`config.mk`:
```
export PLATFORM = sky130hd
export DESIGN_NAME = kit_cell
export DESIGN_NICKNAME = d
export VERILOG_FILES = /design/src/hdl/kit_pkg.sv /design/src/hdl/kit_cell.sv
export SDC_FILE = /design/constraint.sdc
export NUM_CORES = 1
export LEC_CHECK = 0
export ABC_AREA = 0
export BUFFER_PORTS_ARGS = -buffer_cell sky130_fd_sc_hd__buf_4
export CORE_AREA = 4 4 99 101
export DETAILED_ROUTE_END_ITERATION = 8
export DIE_AREA = 0 0 103 105
export PLACE_DENSITY = 0.86
export RECOVER_POWER = 50
export SETUP_SLACK_MARGIN = 0.1
export SLEW_MARGIN = 20
export SYNTH_ARGS = -nofsm -noshare
export SYNTH_HDL_FRONTEND = slang
export SYNTH_SLANG_ARGS = --single-unit
```
`constraint.sdc`:
```
create_clock -name clk -period 21.7 [get_ports clk]
set_input_delay 3.255 -clock clk [delete_from_list [all_inputs] [get_ports clk]]
set_output_delay 3.255 -clock clk [all_outputs]
set_load 0.03 [all_outputs]
```
`src/hdl/kit_pkg.sv`:
```
// ----------------------------------------------------------------------------
// kit_pkg: shared types and constants of the keyed item table
// Entry layout, request and status codes, cell control word and sizes.
// ----------------------------------------------------------------------------
package kit_pkg;

  localparam int CAPACITY = 64;
  localparam int IDX_W    = (CAPACITY > 1) ? $clog2(CAPACITY) : 1;
  localparam int CNT_W    = $clog2(CAPACITY + 1);

  typedef enum logic [1:0] {
    CMD_INSERT   = 2'd0,
    CMD_REMOVE   = 2'd1,
    CMD_LOOKUP   = 2'd2,
    CMD_CHEAPEST = 2'd3
  } cmd_t;

  typedef enum logic [2:0] {
    ST_OK       = 3'd0,
    ST_FULL     = 3'd1,
    ST_DUP      = 3'd2,
    ST_EMPTY    = 3'd3,
    ST_NOTFOUND = 3'd4,
    ST_INSTOCK  = 3'd5
  } status_t;

  typedef enum logic [1:0] {
    S_IDLE,
    S_SCAN,
    S_FINISH
  } state_t;

  typedef struct packed {
    logic signed [31:0] key;
    logic [15:0]        qty;
    logic [31:0]        price;
  } entry_t;

  typedef struct packed {
    logic             rotate;
    logic             load;
    logic             compact;
    logic [CNT_W-1:0] idx;
  } cell_ctl_t;

endpackage

```
`src/hdl/kit_cell.sv`:
```
// ----------------------------------------------------------------------------
// kit_cell: one table slot in the rotating chain
// Takes its right neighbour on a shift, or the new entry when selected.
// ----------------------------------------------------------------------------
module kit_cell (
  input  logic               clk,
  input  kit_pkg::cell_ctl_t ctl,
  input  logic [kit_pkg::IDX_W-1:0] idx,
  input  kit_pkg::entry_t    right,
  input  kit_pkg::entry_t    fresh,
  output kit_pkg::entry_t    q
);
  import kit_pkg::*;

  logic load_hit;
  logic shift;

  assign load_hit = ctl.load && (CNT_W'(idx) == ctl.idx);
  assign shift    = ctl.rotate || (ctl.compact && (CNT_W'(idx) >= ctl.idx));

  always_ff @(posedge clk) begin
    if (load_hit) begin
      q <= fresh;
    end else if (shift) begin
      q <= right;
    end
  end

endmodule

```
==> metrics.log <==
INFO  metric status = complete, but fails checks
INFO  metric violations = max-capacitance violations, max-slew violations
INFO  metric cts.sinks = 80
INFO  metric remaining_antenna_violation_count_after_routing = 0
INFO  metric insertedDiodeCount = 0
INFO  metric drtIter0Drc = 52
INFO  metric vias_per_cell = 4.67
INFO  metric dr.pass1.iters = 4
INFO  metric critical_path_class = primary input to flop
INFO  metric cts-root-to-sink-buffers = 2
INFO  metric fp.coreArea = 9020 µm²
INFO  metric pin_count = roughly 260
INFO  metric netlist.area_leader.share = 0.668
INFO  metric critical_path_maximum_fanout = 80
INFO  metric final_net_count = 636
INFO  metric synth_seq_cells = 80
INFO  metric critPathTopFamily = buffers and inverters
INFO  metric worst_hold_path.endpoint = q[4]
INFO  metric cts-resized-gates = 0
INFO  metric worstHoldStart = right[4]
INFO  metric maxCapViolCount = 2
INFO  metric drt-wirelength-per-cell = 17.2 µm
INFO  metric layout-area-overhead-vs-synth = 51.6%
INFO  metric path_cells = clkbuf_4 -> inv_1 -> ha_1 -> nand4_1 -> nor2_8 -> clkbuf_1 -> mux2_2
INFO  metric min_period_over_period = 0.345
INFO  metric share_of_post_route_cells_with_drive_strength_above_1 = 0.552
INFO  metric synth-warning-count = 0
INFO  metric postSynthNetCount = ~380
INFO  metric timing.critical_path.required = approximately 22 ns
INFO  metric crit_buf_inv = 3
INFO  metric syn_area = around 3600 µm²
INFO  metric rsz_0062_raised_after_global_routing = no
INFO  metric cp-start-kind = primary input
INFO  metric clk_pin_slew = roughly 0.08 ns
INFO  metric layout.filler_cells = 751
INFO  metric cp_slowest_cell = sky130_fd_sc_hd__clkbuf_1
INFO  metric cts_tree = done
INFO  metric postCtsSetupBuffers = 0
INFO  metric floorplan.initialDensity = 0.398
INFO  metric die_area = ~11000 µm²
INFO  metric number_of_global_route_vias_before_repair = about 2700
INFO  metric hp-class = primary input to flop
INFO  metric detailedPlacementHpwl = approximately 7.8 mm
INFO  metric path_depth = 7
INFO  metric detailroute.via_count = 2657
INFO  metric maxSlewHeadroom = -1.79
INFO  metric worst_slew_pin_slew = 4.18 ns
INFO  metric pin_count_of_the_biggest_net_entering_global_routing = 81
INFO  metric synth-seq-area-share = 0.668
INFO  metric synthCells = around 190
INFO  metric largestRegisters = q: 80 flops
INFO  metric cts_buffers = 9
INFO  metric most_common_library_cells_after_synthesis = 80 x sky130_fd_sc_hd__edfxtp_1, 59 x sky130_fd_sc_hd__mux2_2, 21 x sky130_fd_sc_hd__mux2_1
INFO  metric die_h = about 110 µm
INFO  metric final_period_demand_of_the_worst_path = about 7.5 ns
INFO  metric post-synth-top-area-cell = sky130_fd_sc_hd__edfxtp_1
INFO  metric synth.avg_cell_area = approximately 19 µm²
INFO  metric globalRoute.totalOverflow = 0
INFO  metric arrival = roughly 7.6 ns
INFO  metric max_freq = 134 MHz
INFO  metric cp-end-kind = flop
INFO  metric hold_buffers = 0
INFO  metric ir_drop = 0.0000435 V
INFO  metric report.power.total = roughly 380 µW
INFO  metric synth_edf_count = 80
INFO  metric last_weighted_congestion_value_of_the_routability_driven_placer = approximately 0.78
INFO  metric globalRouteTotalUtil = 0.167
INFO  metric p_per_area = about 70 nW/µm²
INFO  metric htree_levels = 3
INFO  metric setup_viol = 0
INFO  metric port_buffers = 256
INFO  metric holdPathStages = 2
INFO  metric fin_setup_tns = 0 ns
INFO  metric root_buffer = sky130_fd_sc_hd__clkbuf_8
INFO  metric grt_antenna_before_repair = 0
INFO  metric synth_async_sr_flop_share = 0
INFO  metric synth_cell_types = 16
INFO  metric post-route-worst-setup-slack = about 14 ns
INFO  metric top_cells_by_area_synth = sky130_fd_sc_hd__edfxtp_1 67%, sky130_fd_sc_hd__mux2_2 18%, sky130_fd_sc_hd__mux2_1 6.6%
INFO  metric largest_register_ffs = 80
INFO  metric floorplan.die.width = roughly 100 µm
INFO  metric pre_cts_setup_slack = approximately 16 ns
INFO  metric post-route-drc-count = 0
INFO  metric wirelength = approximately 9.8 mm
INFO  metric top_reg_by_flops = q
INFO  metric leak_pwr = about 0.0023 µW
INFO  metric synth_most_common_cell = sky130_fd_sc_hd__edfxtp_1
INFO  metric ys.flop_type = sky130_fd_sc_hd__edfxtp_1
INFO  metric std_cell_rows = 35
INFO  metric drv_slew = 94
INFO  metric max_stage_delay = a little under 3 ns
INFO  metric timing.final.hold_violations = 0
INFO  metric first_pass_grt_wire_length = between 10 and 15 mm
## layout make-up
| cell class | instances | area [µm²] | area share |
|---|---|---|---|
| sequential | 80 | 2400 | 0.441 |
| tap | 111 | 139 | 0.0255 |
| multi-input combinational | 97 | 1080 | 0.197 |
| clock buffer | 10 | 128 | 0.0234 |
| inverter | 7 | 26.3 | 0.00482 |
| clock inverter | 6 | 46.3 | 0.00849 |
| timing repair buffer | 258 | 1630 | 0.300 |
## metrics by stage
| step | hold slack, ns | instance area [µm²] | utilization | instances |
|---|---|---|---|---|
| after floorplan | 3.46 | 3590 | - | 192 |
| after global placement | 3.54 | 5590 | 0.619 | 553 |
| after detailed placement | 3.55 | 5590 | 0.619 | 553 |
| after CTS | 3.18 | 5760 | 0.639 | 569 |
| after global routing | 3.17 | 5450 | 0.604 | 569 |
| final | 3.20 | 5450 | 0.604 | 569 |
## power breakdown
group          internal (µW)  total, µW  switching [µW]  leakage (µW)
Sequential               189        193            4.06      0.000790
Combinational           33.2       87.6            54.4       0.00138
Clock                   42.0       95.8            53.8     0.0000824
## logic make-up (layout without fill, tap and decap cells)
family,count (synthesis),count (layout),share of synthesized area
buf+inv,15,281,0.0324
mux,80,80,0.251
flops,80,80,0.668
fa+ha+maj,6,6,0.0209
compound gates,4,4,0.00801
simple gates,7,7,0.0198
## routing by layer
metal	wire length, µm	track usage	vias up
li1	-	-	1271
met1	3260	0.156	1203
met4	261	0.0666	0
met5	0	0	-
met3	1090	0.0661	22
met2	5170	0.314	161
## cells in the final DEF (no fill, tap or decap), types with 2 or more instances in the layout
cell type                    count
sky130_fd_sc_hd__edfxtp_1       80
sky130_fd_sc_hd__ha_1            6
sky130_fd_sc_hd__inv_1           7
sky130_fd_sc_hd__clkbuf_1       82
sky130_fd_sc_hd__clkbuf_4        2
sky130_fd_sc_hd__clkbuf_8        9
sky130_fd_sc_hd__mux2_2         59
sky130_fd_sc_hd__clkinv_4        3
sky130_fd_sc_hd__nor2_1          2
sky130_fd_sc_hd__clkinvlp_4      2
sky130_fd_sc_hd__mux2_1         21
sky130_fd_sc_hd__buf_4         175
## worst max path at each step
stage                       from    end  slack (ns)
after detailed placement  idx[4]   q[1]       15.69
final                     idx[0]  q[28]       14.21
after global placement    idx[4]  q[14]       15.83
after global routing      idx[0]  q[35]       13.93
after floorplan           ctl[4]   q[0]        7.97
after CTS                 idx[4]  q[29]       16.05
Note: power is estimated with default switching activity, not from simulation.
