<file path="src/hdl/kit_pkg.sv">
// ----------------------------------------------------------------------------
// kit_pkg: shared types and constants of the keyed item table
// Entry layout, request and status codes, cell control word and sizes.
// ----------------------------------------------------------------------------
package kit_pkg;

  localparam int CAPACITY = 64;
  localparam int IDX_W    = (CAPACITY > 1) ? $clog2(CAPACITY) : 1;
  localparam int CNT_W    = $clog2(CAPACITY + 1);

  typedef enum logic [1:0] {
    CMD_INSERT   = 2'd0,
    CMD_REMOVE   = 2'd1,
    CMD_LOOKUP   = 2'd2,
    CMD_CHEAPEST = 2'd3
  } cmd_t;

  typedef enum logic [2:0] {
    ST_OK       = 3'd0,
    ST_FULL     = 3'd1,
    ST_DUP      = 3'd2,
    ST_EMPTY    = 3'd3,
    ST_NOTFOUND = 3'd4,
    ST_INSTOCK  = 3'd5
  } status_t;

  typedef enum logic [1:0] {
    S_IDLE,
    S_SCAN,
    S_FINISH
  } state_t;

  typedef struct packed {
    logic signed [31:0] key;
    logic [15:0]        qty;
    logic [31:0]        price;
  } entry_t;

  typedef struct packed {
    logic             rotate;
    logic             load;
    logic             compact;
    logic [CNT_W-1:0] idx;
  } cell_ctl_t;

endpackage

</file>
<file path="src/hdl/kit_if.sv">
// ----------------------------------------------------------------------------
// kit_if: request and response channels of the keyed item table
// Valid/ready channels; a transaction moves when both are high at a clock edge.
// ----------------------------------------------------------------------------
interface kit_req_if;
  import kit_pkg::*;

  logic               valid;
  logic               ready;
  logic [1:0]         command;
  logic signed [31:0] item_key;
  logic [15:0]        item_quantity;
  logic [31:0]        item_price;

  modport source (output valid, command, item_key, item_quantity, item_price, input ready);
  modport sink   (input valid, command, item_key, item_quantity, item_price, output ready);
endinterface

interface kit_rsp_if;
  import kit_pkg::*;

  logic               valid;
  logic               ready;
  logic [2:0]         status;
  logic signed [31:0] found_key;
  logic [15:0]        found_quantity;
  logic [31:0]        found_price;
  logic [6:0]         entry_count;

  modport source (output valid, status, found_key, found_quantity, found_price,
                  entry_count, input ready);
  modport sink   (input valid, status, found_key, found_quantity, found_price,
                  entry_count, output ready);
endinterface

</file>
<file path="src/hdl/kit_ctrl.sv">
// ----------------------------------------------------------------------------
// kit_ctrl: sequencer of the keyed item table
// Scans the head of the chain over one full rotation, then applies the change
// and registers the response.
// ----------------------------------------------------------------------------
module kit_ctrl (
  input  logic               clk,
  input  logic               rst,
  kit_req_if.sink            req,
  kit_rsp_if.source          rsp,
  input  kit_pkg::entry_t    head,
  output kit_pkg::entry_t    fresh,
  output kit_pkg::cell_ctl_t ctl
);
  import kit_pkg::*;

  state_t             state, state_next;
  logic [IDX_W-1:0]   step;
  logic [CNT_W-1:0]   fill, fill_next;
  cmd_t               cmd;
  logic signed [31:0] key;
  logic [15:0]        qty;
  logic [31:0]        price;
  logic               hit;
  logic [IDX_W-1:0]   pos;
  entry_t             cap;

  logic               rsp_valid;
  status_t            res_status;
  entry_t             res_entry;
  logic [6:0]         res_count;

  logic               active;
  logic               take;
  logic               fire;
  status_t            st;
  logic               give;
  logic [CNT_W+6:0]   cnt_wide;

  assign fresh  = '{key: key, qty: qty, price: price};
  assign active = CNT_W'(step) < fill;
  assign take   = active && ((cmd == CMD_CHEAPEST) ?
                  ((step == '0) || (head.price < cap.price)) :
                  (!hit && (head.key == key)));
  assign fire   = !rsp_valid || rsp.ready;

  assign req.ready          = (state == S_IDLE);
  assign rsp.valid          = rsp_valid;
  assign rsp.status         = res_status;
  assign rsp.found_key      = res_entry.key;
  assign rsp.found_quantity = res_entry.qty;
  assign rsp.found_price    = res_entry.price;
  assign rsp.entry_count    = res_count;
  assign cnt_wide           = {7'd0, fill_next};

  always_comb begin
    state_next  = state;
    fill_next   = fill;
    ctl         = '0;
    st          = ST_OK;
    give        = 1'b0;
    case (cmd)
      CMD_INSERT: begin
        if (fill == CNT_W'(CAPACITY)) begin
          st = ST_FULL;
        end else if (hit) begin
          st = ST_DUP;
        end
      end
      CMD_REMOVE: begin
        if (fill == '0) begin
          st = ST_EMPTY;
        end else if (!hit) begin
          st = ST_NOTFOUND;
        end else if (cap.qty != '0) begin
          st = ST_INSTOCK;
        end
      end
      CMD_LOOKUP: begin
        if (!hit) begin
          st = ST_NOTFOUND;
        end else begin
          give = 1'b1;
        end
      end
      default: begin
        if (fill == '0) begin
          st = ST_EMPTY;
        end else begin
          give = 1'b1;
        end
      end
    endcase
    case (state)
      S_IDLE: begin
        if (req.valid) begin
          state_next = S_SCAN;
        end
      end
      S_SCAN: begin
        ctl.rotate = 1'b1;
        if (step == IDX_W'(CAPACITY - 1)) begin
          state_next = S_FINISH;
        end
      end
      S_FINISH: begin
        if (fire) begin
          state_next = S_IDLE;
          if (st == ST_OK && cmd == CMD_INSERT) begin
            ctl.load  = 1'b1;
            ctl.idx   = fill;
            fill_next = fill + 1'b1;
          end else if (st == ST_OK && cmd == CMD_REMOVE) begin
            ctl.compact = 1'b1;
            ctl.idx     = CNT_W'(pos);
            fill_next   = fill - 1'b1;
          end
        end
      end
      default: begin
        state_next = S_IDLE;
      end
    endcase
  end

  always_ff @(posedge clk) begin
    if (rst) begin
      state     <= S_IDLE;
      fill      <= '0;
      rsp_valid <= 1'b0;
    end else begin
      state <= state_next;
      fill  <= fill_next;
      if (state == S_FINISH && fire) begin
        rsp_valid <= 1'b1;
      end else if (rsp.ready) begin
        rsp_valid <= 1'b0;
      end
    end
  end

  always_ff @(posedge clk) begin
    if (state == S_IDLE && req.valid) begin
      cmd   <= cmd_t'(req.command);
      key   <= req.item_key;
      qty   <= req.item_quantity;
      price <= req.item_price;
      hit   <= 1'b0;
      step  <= '0;
    end else if (state == S_SCAN) begin
      step <= step + 1'b1;
      if (take) begin
        hit <= 1'b1;
        pos <= step;
        cap <= head;
      end
    end
    if (state == S_FINISH && fire) begin
      res_status <= st;
      res_entry  <= give ? cap : '0;
      res_count  <= cnt_wide[6:0];
    end
  end

endmodule

</file>
<file path="src/flat_wrapper.sv">
// flat-port wrapper written by rule: the top's interface ports become plain ports
module kit_ctrl_flat import kit_pkg::*;
  (clk, rst, head, fresh, ctl, req_valid, req_command, req_item_key, req_item_quantity, req_item_price, req_ready, rsp_valid, rsp_status, rsp_found_key, rsp_found_quantity, rsp_found_price, rsp_entry_count, rsp_ready);
  kit_req_if req_i ();
  kit_rsp_if rsp_i ();
  input  logic clk;
  input  logic rst;
  input  kit_pkg::entry_t head;
  output kit_pkg::entry_t fresh;
  output kit_pkg::cell_ctl_t ctl;
  input wire logic [$bits(req_i.valid)-1:0] req_valid;
  input wire logic [$bits(req_i.command)-1:0] req_command;
  input wire logic [$bits(req_i.item_key)-1:0] req_item_key;
  input wire logic [$bits(req_i.item_quantity)-1:0] req_item_quantity;
  input wire logic [$bits(req_i.item_price)-1:0] req_item_price;
  output wire logic [$bits(req_i.ready)-1:0] req_ready;
  output wire logic [$bits(rsp_i.valid)-1:0] rsp_valid;
  output wire logic [$bits(rsp_i.status)-1:0] rsp_status;
  output wire logic [$bits(rsp_i.found_key)-1:0] rsp_found_key;
  output wire logic [$bits(rsp_i.found_quantity)-1:0] rsp_found_quantity;
  output wire logic [$bits(rsp_i.found_price)-1:0] rsp_found_price;
  output wire logic [$bits(rsp_i.entry_count)-1:0] rsp_entry_count;
  input wire logic [$bits(rsp_i.ready)-1:0] rsp_ready;
  assign req_i.valid = req_valid;
  assign req_i.command = req_command;
  assign req_i.item_key = req_item_key;
  assign req_i.item_quantity = req_item_quantity;
  assign req_i.item_price = req_item_price;
  assign req_ready = req_i.ready;
  assign rsp_valid = rsp_i.valid;
  assign rsp_status = rsp_i.status;
  assign rsp_found_key = rsp_i.found_key;
  assign rsp_found_quantity = rsp_i.found_quantity;
  assign rsp_found_price = rsp_i.found_price;
  assign rsp_entry_count = rsp_i.entry_count;
  assign rsp_i.ready = rsp_ready;
  kit_ctrl u_core (.clk(clk), .rst(rst), .req(req_i), .rsp(rsp_i), .head(head), .fresh(fresh), .ctl(ctl));
endmodule
</file>
<file path="config.mk">
export PLATFORM = sky130hd
export DESIGN_NAME = kit_ctrl_flat
export DESIGN_NICKNAME = d
export VERILOG_FILES = /design/src/hdl/kit_pkg.sv /design/src/hdl/kit_if.sv /design/src/hdl/kit_ctrl.sv /design/src/flat_wrapper.sv
export SDC_FILE = /design/constraint.sdc
export NUM_CORES = 1
export LEC_CHECK = 0
export BUFFER_PORTS_ARGS = -buffer_cell sky130_fd_sc_hd__buf_2
export CAP_MARGIN = 0
export CORE_ASPECT_RATIO = 1.5
export CORE_MARGIN = 3
export CORE_UTILIZATION = 55
export CTS_CLUSTER_SIZE = 14
export DETAILED_ROUTE_END_ITERATION = 12
export GPL_TIMING_DRIVEN = 0
export PLACE_DENSITY = 0.84
export SYNTH_ARGS = -nofsm -noshare
export SYNTH_HDL_FRONTEND = slang
export SYNTH_SLANG_ARGS = --single-unit
</file>
<file path="constraint.sdc">
create_clock -name clk -period 17.9 [get_ports clk]
set_clock_uncertainty 0.1 [all_clocks]
set_input_delay 2.685 -clock clk [delete_from_list [all_inputs] [get_ports clk]]
set_output_delay 2.685 -clock clk [all_outputs]
set_load 0.01 [all_outputs]
</file>
==> Implementation_results.wiki, run 1 <==
{| class="wikitable"
! Metric !! Value
|-
| Detailed-route DRC error count || 0
|-
| Fin Setup TNS || 0 ps
|-
| Setup Viol. Count Final || 0
|-
| Filler cell count || 1228
|-
| Hold depth || 1
|-
| Die Wd || 120.0 um
|-
| Synth-to-Final Area Change || 28.61%
|-
| Storage cell area || 8088 sq um
|-
| Count of routing violations after the opening detailed-route iteration || 589
|-
| Number of rows created at floorplan || 61
|-
| Deepest level of the CTS H-tree || 1
|-
| Synth Area in Adders || 4.669%
|-
| Main area contributors after synthesis || edfxtp_1 72%, and2_1 4.8%, ha_1 4.7%
|-
| Nets in the synthesized netlist || 876
|-
| Total number of vias || 6905
|-
| Flops & latches, synth || 275
|-
| Power share of the combinational group || 6.2%
|-
| CTS Buf Count || 26
|-
| NetSw || 0.2789 mW
|-
| Die Outline Area || 21240 sq um
|-
| Type of the most critical hold path || reg -> reg
|-
| Post-DR wirelength/cell || 19.83 um
|-
| M2 GR Usage || 45.91%
|-
| Number of antenna violations at the first check in global routing || 4
|-
| Most frequent cells after synthesis || 258 x edfxtp_1, 83 x and2_1, 44 x inv_1, 40 x ha_1, 39 x xnor2_1
|-
| Final critical path time including I/O delays and setup || 7029 ps
|-
| Met1 layer usage reported by global route || 27.10%
|-
| Cells after Synth || 670
|-
| R2R setup slack || 14010 ps
|-
| GR Util All Layers || 24.57%
|-
| Instance count after placement with tap cells included || 1282
|-
| Quantity of hold-fixing buffers added after cts || 0
|-
| Maximum number of pins on one net before global-route repair || 65
|-
| GPL Wtd Cong || 0.8509
|-
| Worst r2r path cells || 13
|-
| Req. time, crit path || 15110 ps
|-
| Max VDD drop || 0.09007 mV
|-
| WL final || 26.39 mm
|-
| Most common cell in the synthesized netlist || edfxtp_1
|-
| Worst reg2reg startpoint || u_core.fill[5]
|-
| Largest driver fanout on the critical path || 44
|-
| Leak pwr || 5.589 nW
|-
| Mapped cell area || 10720 sq um
|-
| Floorplan core area || 18850 sq um
|-
| Startpoint class of the critical path || input pin
|-
| Clk sink count || 275
|-
| Prevailing post-synth register cell || edfxtp_1
|-
| Most congested layer reported by global routing || met2
|-
| Post-Synthesis Mean Instance Area || 16.00 sq um
|-
| Reg power frac || 53.7%
|-
| Mux cell area share after synthesis || 0%
|-
| Final hold violation count || 0
|-
| Vias per inst || 5.188
|-
| Count of synthesis-stage warnings from yosys || 0
|-
| Total power consumption of the routed design || 1.354 mW
|-
| Outcome || finished, final reports clean
|-
| Kind of end point of the critical path || output pin
|-
| Starting density of the core || 56.87%
|-
| Post-route non-filler standard cell count || 1331
|-
| Clock edge transition at the registers on the reported setup and hold paths || 60 ps
|-
| Fraction of the mapped netlist area in compound gates || 4.143%
|-
| Sw Share || 20.59%
|-
| Post-route fraction of the period consumed by the critical path || 39.27%
|-
| Number of buffers between clock root and the deepest sink || 3
|-
| Number of gates resized after CTS || 0
|-
| Synth Area in XOR/XNOR || 3.595%
|-
| Overflow left after global routing || 0
|-
| Fraction of layout instances using a drive strength above 1 || 37.86%
|-
| Via count of the first global-routing pass || 7262
|-
| Number of slew-limit violations in the final report || 0
|-
| Post-detail-place hpwl || 20.13 mm
|-
| Crit path DAT || 4240 ps
|-
| Pwr Density || 98.24 nW/um^2
|-
| Hold endpoint || u_core.rsp.found_key[7]
|-
| Worst-Skew Late Latency || 530 ps
|-
| TritonCTS clock tree || yes
|-
| Sequential cell area fraction in the yosys report || 75.44%
|-
| Power share of the clock group || 40.1%
|-
| Portion of synthesized cell area occupied by the leading cell type || 72.27%
|-
| CTS root buf || clkbuf_16
|-
| Simple-Gate Fraction of Synth Area || 9.827%
|-
| Internal Pwr Total || 1.075 mW
|-
| Number of flops mapped to enable cells by yosys || 258
|-
| Slew margin rel. || 53.52%
|-
| Worst hold path startpoint || u_core.cap[55]
|-
| Area occupied by multi-input gates || 2390 sq um
|-
| Drt pass-1 iters || 5
|-
| Dominant combinational cell family by area after synthesis || simple AND/OR/NAND/NOR gates
|-
| Post-CTS setup repair buffer count || 0
|-
| Distinct cells, synth || 48
|-
| Met3 track utilization from global routing || 5.788%
|-
| Maximum operating frequency || 142.3 MHz
|-
| Remaining antenna violation count || 0
|-
| Endpoint of the most critical register-to-register path || u_core.cap[68]
|-
| Total of buffers placed on input and output ports || 346
|-
| Wire length of the first global-routing pass || 39.41 mm
|-
| Worst slew pin tran || 691.4 ps
|-
| Number of I/O pins || 348
|-
| Critical path start-end classification || in -> out
|-
| Height of the die || 177.0 um
|-
| Share of flip-flops with an asynchronous set or reset after synthesis || 0%
|-
| Total of max-cap violations || 0
|-
| Setup repair after global routing missed its margin || no
|-
| Count of nets after finishing || 1264
|-
| Largest area contributor in the netlist || edfxtp_1
|}
worst max-delay path by stage:
stage	startpoint	end	slack, ps	cells after the start
6_report	rsp_ready	ctl[5]	10870	7
5_1_grt	rsp_ready	ctl[5]	10750	7
4_1_cts	rsp_ready	ctl[4]	10880	7
3_5_place_dp	rsp_ready	ctl[5]	10890	7
3_3_place_gp	head[65]	u_core.cap[71]	730	6
2_1_floorplan	head[30]	u_core.cap[0]	5310	6
placed cells by master, fill, tap and decap left out, types with 2 or more instances in the layout:
| cell type | synthesis | layout |
|---|---|---|
| buf_2 | 1 | 347 |
| edfxtp_1 | 258 | 258 |
| and2_1 | 83 | 83 |
| inv_1 | 44 | 43 |
| ha_1 | 40 | 40 |
| xnor2_1 | 39 | 39 |
| clkbuf_16 | 0 | 26 |
| a21oi_1 | 23 | 23 |
| clkbuf_1 | 16 | 21 |
| nor2_1 | 21 | 21 |
| nand4_1 | 17 | 17 |
| dfxtp_1 | 17 | 17 |
| nand2_1 | 16 | 16 |
| nor2b_1 | 11 | 11 |
| buf_4 | 1 | 11 |
| o21ai_0 | 10 | 10 |
| nor3_1 | 8 | 8 |
| nor4_1 | 9 | 8 |
| nand3_1 | 8 | 8 |
| xor2_1 | 5 | 5 |
| a22o_1 | 5 | 5 |
| diode_2 | 0 | 4 |
| a22oi_1 | 3 | 3 |
| buf_6 | 1 | 3 |
| o31ai_1 | 3 | 3 |
| clkinv_1 | 0 | 3 |
| bufinv_16 | 0 | 3 |
| clkinv_2 | 0 | 3 |
| o211ai_1 | 2 | 2 |
| a31oi_1 | 2 | 2 |
| a2bb2oi_1 | 2 | 2 |
| o31ai_4 | 2 | 2 |
| and3_1 | 2 | 2 |
| o22a_1 | 2 | 2 |
| clkbuf_8 | 0 | 2 |
| buf_16 | 0 | 2 |
sequential cells by signal, indices dropped and copies added (netlist names):
| register | flops |
|---|---|
| u_core.rsp.status | 3 |
| u_core.rsp.entry_count | 7 |
| u_core.rsp.found_quantity | 16 |
| u_core.key | 32 |
| u_core.pos | 6 |
| u_core.fill | 7 |
| u_core.step | 6 |
| u_core.rsp.valid | 1 |
| u_core.rsp.found_key | 32 |
| u_core.price | 32 |
| u_core.cmd | 2 |
| u_core.state | 2 |
| u_core.qty | 16 |
| u_core.cap | 80 |
| u_core.hit | 1 |
| u_core.rsp.found_price | 32 |
critical path: stages:
cell and delay [ps]:
buf_2 110, nor2b_1 190, nand2b_1 340, inv_4 280, and2_1 280, a22o_1 210, buf_2 140
logic make-up after synthesis:
kind of cell / after synthesis
XOR/XNOR: 44
AND/OR/NAND/NOR: 184
adder cells (fa/ha/maj): 40
AO/OA/AOI/OAI: 64
buffers and inverters: 63
flip-flops: 275
power by group through the flow:
stage          sequential (mW)  combinational, mW  clock (mW)
6_report                 0.727             0.0838       0.543
2_1_floorplan            0.747             0.0318           0
5_1_grt                  0.728             0.0923       0.580
3_5_place_dp             0.741             0.0832           0
4_1_cts                  0.727             0.0844       0.555
3_3_place_gp             0.743             0.0777           0
cell type report:
type	count	share of cell area (%)
well taps	252	2.287
repair buffers	360	13.67
clock buffers	34	5.082
plain buffers	19	0.6353
clock inverters	11	1.044
multi-input cells	332	17.33
diodes	4	0.07260
flip-flops and latches	275	58.66
inverters	44	1.216
routing by layer:
| layer | part of all wire, % | vias to the layer above |
|---|---|---|
| met4 | 3.0 | 0 |
| met2 | 55 | 326 |
| met3 | 7.5 | 55 |
| met5 | 0 | - |
| li1 | - | 3246 |
| met1 | 34 | 3278 |
metrics by stage:
step	hold slack [ps]	cell area [sq um]	util [%]	setup slack, ps
5_1_grt	426.8	13790	73.13	10750
2_1_floorplan	391.7	10720	-	5315
4_1_cts	407.5	13780	73.08	10880
6_report	410.7	13790	73.13	10870
3_3_place_gp	398.7	12770	67.72	728.3
3_5_place_dp	401.4	12930	68.60	10890
Note: power is estimated with default switching activity, not from simulation.
==> run 2: changes to the inputs <==
--- a/config.mk
+++ b/config.mk
@@ -9,11 +9,11 @@
 export CAP_MARGIN = 0
 export CORE_ASPECT_RATIO = 1.5
 export CORE_MARGIN = 3
-export CORE_UTILIZATION = 55
+export CORE_UTILIZATION = 46
 export CTS_CLUSTER_SIZE = 14
 export DETAILED_ROUTE_END_ITERATION = 12
 export GPL_TIMING_DRIVEN = 0
-export PLACE_DENSITY = 0.84
+export PLACE_DENSITY = 0.74
 export SYNTH_ARGS = -nofsm -noshare
 export SYNTH_HDL_FRONTEND = slang
 export SYNTH_SLANG_ARGS = --single-unit
==> constraint.sdc (replaced) <==
create_clock -name clk -period 6 [get_ports clk]
set_clock_uncertainty 0.1 [all_clocks]
set_input_delay 0.9 -clock clk [delete_from_list [all_inputs] [get_ports clk]]
set_output_delay 0.9 -clock clk [all_outputs]
set_load 0.01 [all_outputs]
==> Implementation_results.wiki, run 2 (synthesis gave the netlist of run 1 again) <==
{| class="wikitable"
! Metric !! Value
|-
| Number of rows created at floorplan || 67 (+9.8%)
|-
| Die Wd || 130.6 um (+8.9%)
|-
| Most common cell after layout, fill and taps aside || buf_2
|-
| M2 GR Usage || 35.23% (-11 points)
|-
| Overflow left after global routing || 0 (unchanged)
|-
| Deepest level of the CTS H-tree || 1 (unchanged)
|-
| Count of nets after finishing || 1259 (-0.40%)
|-
| Buf+Inv Stages, Crit Path || 1 (-2)
|-
| Type of the most critical hold path || reg -> reg
|-
| Drt pass-1 iters || 5 (unchanged)
|-
| Post-DR wirelength/cell || 18.51 um (-6.6%)
|-
| Final critical path time including I/O delays and setup || 4127 ps
|-
| Quantity of hold-fixing buffers added after cts || 0 (unchanged)
|-
| Clock edge transition at the registers on the reported setup and hold paths || 70 ps (about the same)
|-
| Leak pwr || 5.568 nW (-0.37%)
|-
| Maximum number of pins on one net before global-route repair || 71 (+9.2%)
|-
| Post-detail-place hpwl || 19.65 mm (-2.4%)
|-
| WL final || 25.05 mm (-5.1%)
|-
| Critical path start-end classification || reg -> out
|-
| Slowest library cell on the worst path || o31ai_1
|-
| Wire length of the first global-routing pass || 37.63 mm (-4.5%)
|-
| Outcome || finished, final reports clean
|-
| Setup Viol. Count Final || 0 (unchanged)
|-
| Vias per inst || 4.973 (-4.1%)
|-
| Crit path DAT || 3130 ps (-1110 ps)
|-
| Most congested layer reported by global routing || met2
|-
| Total power consumption of the routed design || 4.110 mW (+200%)
|-
| CTS Buf Count || 27 (+3.8%)
|-
| Number of gates resized after CTS || 0 (unchanged)
|-
| Fraction of layout instances using a drive strength above 1 || 37.59% (-0.27 points)
|-
| GPL Wtd Cong || 0.8806 (+3.5%)
|-
| Met1 layer usage reported by global route || 22.26% (-4.8 points)
|-
| Worst slew pin tran || 723.4 ps (+32.09 ps)
|-
| CTS root buf || clkbuf_16
|-
| Detailed-route DRC error count || 0 (unchanged)
|-
| Die Outline Area || 25210 sq um (+19%)
|-
| Total of buffers placed on input and output ports || 346 (unchanged)
|-
| Number of I/O pins || 348 (unchanged)
|-
| Slew margin rel. || 51.36% (-2.2 points)
|-
| Maximum operating frequency || 242.3 MHz
|-
| Commonest cells after routing, fill and taps aside || 347 x buf_2, 258 x edfxtp_1, 83 x and2_1
|-
| Pwr Density || 296.9 nW/um^2 (+200%)
|-
| Number of slew-limit violations in the final report || 0 (unchanged)
|-
| Number of flip-flops under the largest register name || 80 (unchanged)
|-
| TritonCTS clock tree || yes
|-
| Max incr delay on CP || 750 ps (+410 ps)
|-
| Register ranked first by flip-flop count || u_core.cap
|-
| Synth-to-Final Area Change || 29.14%
|-
| Via count of the first global-routing pass || 7025 (-3.3%)
|-
| Number of buffers between clock root and the deepest sink || 3 (unchanged)
|-
| Remaining antenna violation count || 0 (unchanged)
|-
| Worst-Skew Late Latency || 540 ps (about the same)
|-
| Total of max-cap violations || 0 (unchanged)
|-
| Post-route fraction of the period consumed by the critical path || 68.78%
|-
| Critical path's top delay family || simple AND/OR/NAND/NOR gates
|-
| Hold slack || 409.2 ps (-1.429 ps)
|-
| Req. time, crit path || 5000 ps (-10110 ps)
|-
| Largest driver fanout on the critical path || 6 (-86%)
|-
| Number of antenna violations at the first check in global routing || 5 (+1)
|-
| Final hold violation count || 0 (unchanged)
|-
| Clk sink count || 275 (unchanged)
|-
| Startpoint class of the critical path || flop
|-
| Count of routing violations after the opening detailed-route iteration || 284 (-52%)
|-
| Pre-CTS setup slack || 1858 ps (-9032 ps)
|-
| Floorplan core area || 22630 sq um (+20%)
|-
| GR Util All Layers || 19.69% (-4.9 points)
|-
| Met3 track utilization from global routing || 5.072% (-0.72 points)
|-
| Sequence of cells on the critical path || nor4_1 -> nand4_1 -> o31ai_1 -> and2_1 -> o221a_2 -> buf_2
|-
| Starting density of the core || 47.36% (-9.5 points)
|-
| Kind of end point of the critical path || output pin
|-
| Post-CTS setup repair buffer count || 0 (unchanged)
|-
| Setup slack of the critical path after layout || 1873 ps (-8998 ps)
|-
| Setup repair after global routing missed its margin || no
|-
| Total number of vias || 6729 (-2.5%)
|-
| Height of the die || 193.0 um (+9.0%)
|-
| Max VDD drop || 0.3079 mV (+240%)
|}
-- run 2: cell types whose count changed in the layout (fill, tap and decap cells not counted), sizes merged --
cell      change
diode         +1
bufinv        +1
clkinv        -1
buf           -6
clkinvlp      +3
-- run 2: worst register-to-register path, cell delays in order, from the launching register on --
cell and delay [ps]:
dfxtp_1 310, clkbuf_1 530, inv_1 110, ha_1 340
a21oi_1 140, o21ai_0 90, a41o_1 280, nor4_4 670
buf_6 280, buf_6 210, buf_6 220
-- run 2: area by class of cell --
type	count	area, sq um
multi-input cells	332	2399
repair buffers	354	1854
flip-flops and latches	275	8088
inverters	44	167.7
clock inverters	14	188.9
plain buffers	19	87.58
well taps	276	345.3
diodes	5	12.51
fillers	1765	8790
clock buffers	34	701.9
-- run 2: metrics by stage --
| stage | TNS, ps | std cells | utilization [%] | area (sq um) |
|---|---|---|---|---|
| floorplan | 0 | 670 | - | 10740 |
| global placement | -96600 | 1292 | 56.61 | 12810 |
| detailed placement | 0 | 1300 | 57.18 | 12940 |
| CTS | 0 | 1348 | 61.11 | 13830 |
| global route | 0 | 1353 | 61.17 | 13840 |
| finish | 0 | 1353 | 61.17 | 13840 |
-- run 2: metal layers --
layer / routed length [um] / vias up / part of all wire (%)
li1: - / 3241 / -
met1: 8981 / 3139 / 36
met2: 13200 / 292 / 53
met3: 1897 / 57 / 7.6
met4: 969 / 0 / 3.9
met5: 0 / - / 0
-- run 2: where the power goes --
part | switching [mW] | total (mW) | internal (mW)
Clock | 0.694 | 1.70 | 1.00
Combinational | 0.133 | 0.244 | 0.111
Sequential | 0.0234 | 2.17 | 2.15
Total | 0.850 | 4.11 | 3.26
-- run 2: final timing paths --
path	start	end	slack (ps)	cells after the start
worst min-delay path	u_core.cap[54]	u_core.rsp.found_key[6]	410	1
worst max-delay path	u_core.cap[41]	ctl[0]	1870	6
worst max register to register	u_core.fill[5]	u_core.cap[54]	2420	10
worst min register to register	u_core.cap[54]	u_core.rsp.found_key[6]	410	1
